File: src/hdl/grr_pkg.sv
// Shared types and constants for the group reverse reorder block.
`timescale 1ns / 1ps

package grr_pkg;

	// Field widths fixed by the stream format
	localparam int VALUE_W = 32;
	localparam int GSIZE_W = 5;

	// Default depth of the cell chain
	localparam int MAX_GROUP_DEF = 16;

	// Sequencer states
	typedef enum logic [1:0] {
		ST_IDLE,
		ST_DRAIN_REV,
		ST_DRAIN_FWD
	} grr_state_t;

	// Per-cycle commands broadcast to every cell
	typedef struct packed {
		logic push;
		logic pop;
	} cell_ctrl_t;

endpackage

File: src/hdl/grr_cell.sv
// One storage cell of the value chain: loads from its lower neighbour on push,
// from its upper neighbour on pop.
`timescale 1ns / 1ps

module grr_cell (
	input  logic                               clk,
	input  grr_pkg::cell_ctrl_t                ctrl,
	input  logic signed [grr_pkg::VALUE_W-1:0] lower,
	input  logic signed [grr_pkg::VALUE_W-1:0] upper,
	output logic signed [grr_pkg::VALUE_W-1:0] data
);
	import grr_pkg::*;

	logic signed [VALUE_W-1:0] data_q;

	// Shift the chain up on push, down on pop, else hold
	always_ff @(posedge clk) begin
		if (ctrl.push) begin
			data_q <= lower;
		end else if (ctrl.pop) begin
			data_q <= upper;
		end
	end

	assign data = data_q;

endmodule

File: src/hdl/group_reverse_reorder.sv
// Top level: a cell chain replays full groups reversed, a partial last group in order.
//
//  port group   | dir | tdata / tuser contents (low bit up)     | tlast
//  s_*          | in  | tdata: value[31:0]                      | last of sequence
//  m_*          | out | tdata: value_res[31:0]; tuser: seq_end  | run_end
//  cfg_*        | in  | wdata: group_size[4:0], written on cfg_we| -
//
// An item that holds its value leaves s_tready high for the next one. An item
// that closes a group, or ends the sequence, is followed by a drain of every
// held value through the output register; s_tready stays low until then.
// Reset (arst_n low) empties the chain and sets group_size to 1.
// A stalled m_tready holds the output register and pauses the drain.
`timescale 1ns / 1ps

module group_reverse_reorder #(
	parameter int MAX_GROUP = grr_pkg::MAX_GROUP_DEF
) (
	input  logic                               clk,
	input  logic                               arst_n,
	// configuration
	input  logic                               cfg_we,
	input  logic [grr_pkg::GSIZE_W-1:0]        cfg_wdata,   // group_size
	// input stream
	input  logic                               s_tvalid,
	output logic                               s_tready,
	input  logic signed [grr_pkg::VALUE_W-1:0] s_tdata,     // value
	input  logic                               s_tlast,
	// output stream
	output logic                               m_tvalid,
	input  logic                               m_tready,
	output logic signed [grr_pkg::VALUE_W-1:0] m_tdata,     // value_res
	output logic                               m_tlast,
	output logic                               m_tuser      // seq_end
);
	import grr_pkg::*;

	localparam int CW = $clog2(MAX_GROUP + 1);
	localparam int IW = (MAX_GROUP > 1) ? $clog2(MAX_GROUP) : 1;
	localparam int KW = (CW > GSIZE_W) ? CW : GSIZE_W;

	grr_state_t state_q, state_d;
	logic [GSIZE_W-1:0]        gsize_q;
	logic [CW-1:0]             count_q;
	logic                      last_q;
	logic                      out_valid_q;
	logic signed [VALUE_W-1:0] out_value_q;
	logic                      out_run_end_q;
	logic                      out_seq_end_q;

	cell_ctrl_t                ctrl;
	logic signed [VALUE_W-1:0] cells [MAX_GROUP];
	logic                      accept;
	logic                      drain;
	logic                      out_free;
	logic [CW-1:0]             fill_next;
	logic [KW-1:0]             k_eff;
	logic                      group_full;
	logic [IW-1:0]             fwd_idx;
	logic signed [VALUE_W-1:0] drain_value;
	logic                      drain_run_end;

	// Configuration register
	always_ff @(posedge clk or negedge arst_n) begin
		if (!arst_n) begin
			gsize_q <= GSIZE_W'(1);
		end else if (cfg_we) begin
			gsize_q <= cfg_wdata;
		end
	end

	// Clamp group size to the range 1 .. MAX_GROUP
	always_comb begin
		if (gsize_q == '0) begin
			k_eff = KW'(1);
		end else if (KW'(gsize_q) > KW'(MAX_GROUP)) begin
			k_eff = KW'(MAX_GROUP);
		end else begin
			k_eff = KW'(gsize_q);
		end
	end

	assign fill_next  = count_q + CW'(1);
	assign group_full = KW'(fill_next) >= k_eff;
	assign out_free   = !out_valid_q || m_tready;
	assign accept     = s_tvalid && s_tready;

	// Next state
	always_comb begin
		state_d = state_q;
		case (state_q)
			ST_IDLE: begin
				if (accept) begin
					if (group_full) begin
						state_d = ST_DRAIN_REV;
					end else if (s_tlast) begin
						state_d = ST_DRAIN_FWD;
					end
				end
			end
			ST_DRAIN_REV, ST_DRAIN_FWD: begin
				if (drain && count_q == CW'(1)) begin
					state_d = ST_IDLE;
				end
			end
			default: state_d = ST_IDLE;
		endcase
	end

	// Handshake and chain commands
	always_comb begin
		s_tready  = 1'b0;
		drain     = 1'b0;
		ctrl.pop  = 1'b0;
		case (state_q)
			ST_IDLE:      s_tready = 1'b1;
			ST_DRAIN_REV: begin
				drain    = out_free;
				ctrl.pop = out_free;
			end
			ST_DRAIN_FWD: drain = out_free;
			default:      s_tready = 1'b0;
		endcase
		ctrl.push = accept;
	end

	// Cell chain: newest value in cell 0, oldest in the highest filled cell
	for (genvar i = 0; i < MAX_GROUP; i++) begin : g_cell
		logic signed [VALUE_W-1:0] lower_d;
		logic signed [VALUE_W-1:0] upper_d;
		if (i == 0) begin : g_first
			assign lower_d = s_tdata;
		end else begin : g_mid
			assign lower_d = cells[i-1];
		end
		if (i == MAX_GROUP - 1) begin : g_top
			assign upper_d = cells[i];
		end else begin : g_below
			assign upper_d = cells[i+1];
		end
		grr_cell u_cell (
			.clk   (clk),
			.ctrl  (ctrl),
			.lower (lower_d),
			.upper (upper_d),
			.data  (cells[i])
		);
	end

	// Select the next result: reversed from the bottom, in order from the highest filled cell
	assign fwd_idx       = IW'(count_q - CW'(1));
	assign drain_value   = (state_q == ST_DRAIN_REV) ? cells[0] : cells[fwd_idx];
	assign drain_run_end = (count_q == CW'(1));

	// Sequencer state, fill count and end-of-sequence flag
	always_ff @(posedge clk or negedge arst_n) begin
		if (!arst_n) begin
			state_q <= ST_IDLE;
			count_q <= '0;
			last_q  <= 1'b0;
		end else begin
			state_q <= state_d;
			if (accept) begin
				count_q <= fill_next;
				last_q  <= s_tlast;
			end else if (drain) begin
				count_q <= count_q - CW'(1);
			end
		end
	end

	// Output register valid
	always_ff @(posedge clk or negedge arst_n) begin
		if (!arst_n) begin
			out_valid_q <= 1'b0;
		end else if (drain) begin
			out_valid_q <= 1'b1;
		end else if (m_tready) begin
			out_valid_q <= 1'b0;
		end
	end

	// Output register payload
	always_ff @(posedge clk) begin
		if (drain) begin
			out_value_q   <= drain_value;
			out_run_end_q <= drain_run_end;
			out_seq_end_q <= drain_run_end && last_q;
		end
	end

	assign m_tvalid = out_valid_q;
	assign m_tdata  = out_value_q;
	assign m_tlast  = out_run_end_q;
	assign m_tuser  = out_seq_end_q;

endmodule
File: config.mk
export PLATFORM = sky130hd
export DESIGN_NAME = group_reverse_reorder
export DESIGN_NICKNAME = d
export VERILOG_FILES = /design/src/hdl/grr_pkg.sv /design/src/hdl/grr_cell.sv /design/src/hdl/group_reverse_reorder.sv
export SDC_FILE = /design/constraint.sdc
export NUM_CORES = 1
export LEC_CHECK = 0
export ABC_AREA = 1
export BUFFER_PORTS_ARGS = -buffer_cell sky130_fd_sc_hd__buf_2
export CELL_PAD_IN_SITES_DETAIL_PLACEMENT = 1
export CELL_PAD_IN_SITES_GLOBAL_PLACEMENT = 1
export CORE_UTILIZATION = 45
export CTS_BUF_LIST = sky130_fd_sc_hd__clkbuf_8
export CTS_CLUSTER_DIAMETER = 60
export DETAILED_ROUTE_END_ITERATION = 6
export GPL_TIMING_DRIVEN = 0
export PLACE_DENSITY = 0.8
export SETUP_SLACK_MARGIN = 0.05
export SLEW_MARGIN = 10
export SYNTH_ARGS = -nofsm -noshare
export SYNTH_HDL_FRONTEND = slang
export SYNTH_HIERARCHICAL = 1
export SYNTH_SLANG_ARGS = --single-unit
File: constraint.sdc
create_clock -name clk -period 3.12 [get_ports clk]
set_clock_uncertainty 0.1 [all_clocks]
set_input_delay 0 -clock clk [delete_from_list [all_inputs] [get_ports clk]]
set_output_delay 0 -clock clk [all_outputs]
set_load 0.05 [all_outputs]
==> metrics <==
status finished, final reports clean; Layout Utilization 52.0%; warnings from Yosys 6; f_max 0.332 GHz; cell row count 94; H-Tree Level Count 3; DR WL/cell 19.4 µm; Hold Crit Class in -> reg; Remaining Overflow, GRT 0; CTS Buf Count around 100; chip width 260 µm; gpl congestion 0.831; post-route cell area 34,100 µm²; CTS tree done; first-pass GRT wire length 144 mm; Seq/Total Area, Yosys 56.1%; Syn Nets 3,673; Min Clock Period, post-route 3.01 ns; TNS Setup 0 ns; clk root buf clkbuf_8; Req. time, crit path between 3 and 4 ns; initial core utilization 45.5%; worst endpoint data arrival time between 3 and 4 ns; clk sink count 560; Reg clk slew, reported paths about 0.07 ns; Placement Cell Area 31,300 µm²; All-Layer GR Usage 28.1%; area occupied by multi-input gates 11,200 µm²; Iter 0 DRT Violations 1,599; mapped cell area 29,800 µm²; DRC errors left 0; DRT Wirelength 93.7 mm; share of cells above drive strength 1 around 11%; Seq cells post-synth 560; vias approximately 25,000; leading cell types in the layout, fill and taps excluded nand2_1 (2,340), edfxtp_1 (546), nand3_1 (390); number of distinct library cells after synthesis 26; IO Port Bufs 77; most common cell after layout, fill and taps aside nand2_1; area added between synthesis and finish 14.3%; Synth area leader edfxtp_1; critical path class reg -> reg; DIE AREA around 67,000 µm²; vias per inst 5.09; Mapped Avg Cell Area roughly 8 µm²; Fill cells 8,085; clk buf depth 3; top cell type's share of synthesized area 54.9%; # setup viols final 0; Final period util 96.5%; Max Cap Viol 0; Final HPWL DP 71.8 mm; DR pass1 iterations 5; worst-margin pin slew 0.906 ns; I/O pin cnt 79; Post-Syn Instances roughly 3,600; CP endpoint kind flop; initial antenna violation count 4; worst hold margin 0.0600 ns; Max-slew headroom approximately 40%; vias in the first global route 25,200; DIE HEIGHT around 260 µm; CP max FO 10; Nets 3,939; register area roughly 17,000 µm²; Core Box Area 65,600 µm²; RSZ-0062 raised after global routing false; fin. max-slew vios 0; largest cells by area after synthesis edfxtp_1 (55%), nand2_1 (29%), nand3_1 (6.5%); final hold vios 0; clock latency on the worst-skew pair 0.70 ns; pin count of the biggest net entering global routing 34; ANT nets after route 0; CP startpoint kind flop
## state kept, by name, indices dropped and copies added (netlist names)
signal              count
m_tvalid                1
m_tdata                32
gsize_q                 5
count_q                 5
state_q                 2
m_tuser                 1
last_q                  1
g_cell.u_cell/data    512
m_tlast                 1
## kinds of logic (layout without fill, tap and decap cells)
family,after synthesis,count (layout),share of synthesized area [%]
AO/OA/AOI/OAI,16,16,0.293
XOR/XNOR,6,6,0.239
buffers and inverters,268,605,6.37
other,0,3,0
multiplexers,1,1,0.0377
flip-flops,560,560,56.1
adder cells (fa/ha/maj),10,10,0.419
AND/OR/NAND/NOR,2759,2759,36.5
## critical path, cell delays in order, from the launching register on
cell     delay [ns]
dfrtp_2        0.43
buf_6          0.19
inv_6          0.09
buf_12         0.14
ha_2           0.20
inv_1          0.09
nand2_1        0.06
nand2_1        0.23
buf_4          0.33
buf_4          0.26
nand3_1        0.16
nand2_1        0.12
nand2_1        0.15
nand2_1        0.10
nand2_1        0.07
nand2_1        0.13
## repair_timing
item                                    in CTS  in global routing
gates resized for setup                     58                  6
hold buffers                                85                  0
buffers inserted                             2                  0
hold endpoints to repair                    61                  0
endpoints found under the setup margin     545                532
## routing by layer
metal | routed length, µm | track usage [%] | up-vias
met5 | 118 | 1.07 | -
met4 | 2810 | 9.58 | 4
met3 | 4920 | 4.49 | 151
met2 | 45200 | 47.5 | 597
met1 | 40600 | 36.4 | 11600
li1 | - | - | 12200
## synth_stat cells (all sizes together)
cell	number
a21oi	5
buf	206
clkbuf	19
clkinv	1
dfrtp	13
dfstp	1
edfxtp	546
ha	10
inv	42
mux2	1
nand2	2341
nand3	391
nand4	2
nor2	9
o211ai	3
o21ai	8
or2	16
xor2	6
## through the flow
| step | setup slack (ns) | std cells |
|---|---|---|
| 5_1_grt | 0.0517 | 4822 |
| 2_1_floorplan | 0.307 | 3620 |
| 3_5_place_dp | -1.02 | 4562 |
| 3_3_place_gp | -1.25 | 4561 |
| 6_report | 0.109 | 4824 |
| 4_1_cts | 0.0584 | 4821 |
## cell type report
class / count / share of cell area (%)
Sequential cell: 560 / 49.1
Timing Repair Buffer: 165 / 3.77
Clock inverter: 71 / 0.939
Inverter: 43 / 0.617
Tap cell: 864 / 3.17
Multi-Input combinational cell: 2792 / 33.0
Clock buffer: 103 / 4.16
Buffer: 223 / 5.21
Antenna cell: 3 / 0.0220
## path summary, 6_finish.rpt
| kind | start | endpoint | slack (ns) | cells past startpoint |
|---|---|---|---|---|
| min in group asynchronous | arst_n | last_q$_DFFE_PN0P_ | 0.33 | 3 |
| worst max-delay path | count_q[0]$_DFFE_PN0P_ | m_tdata[22]$_DFFE_PP_ | 0.11 | 15 |
| worst min register to register | state_q[0]$_DFFE_PN0P_ | state_q[0]$_DFFE_PN0P_ | 0.43 | 2 |
| max in group asynchronous | arst_n | count_q[0]$_DFFE_PN0P_ | 2.10 | 3 |
| worst max register to register | count_q[0]$_DFFE_PN0P_ | m_tdata[22]$_DFFE_PP_ | 0.11 | 15 |
| worst min-delay path | s_tdata[4] | g_cell[0].u_cell/data[4]$_DFFE_PP_ | 0.06 | 4 |
Power is left out: the tool's default activity adds up to more than one toggle a clock period on the data nets, which glitch-free logic cannot reach.
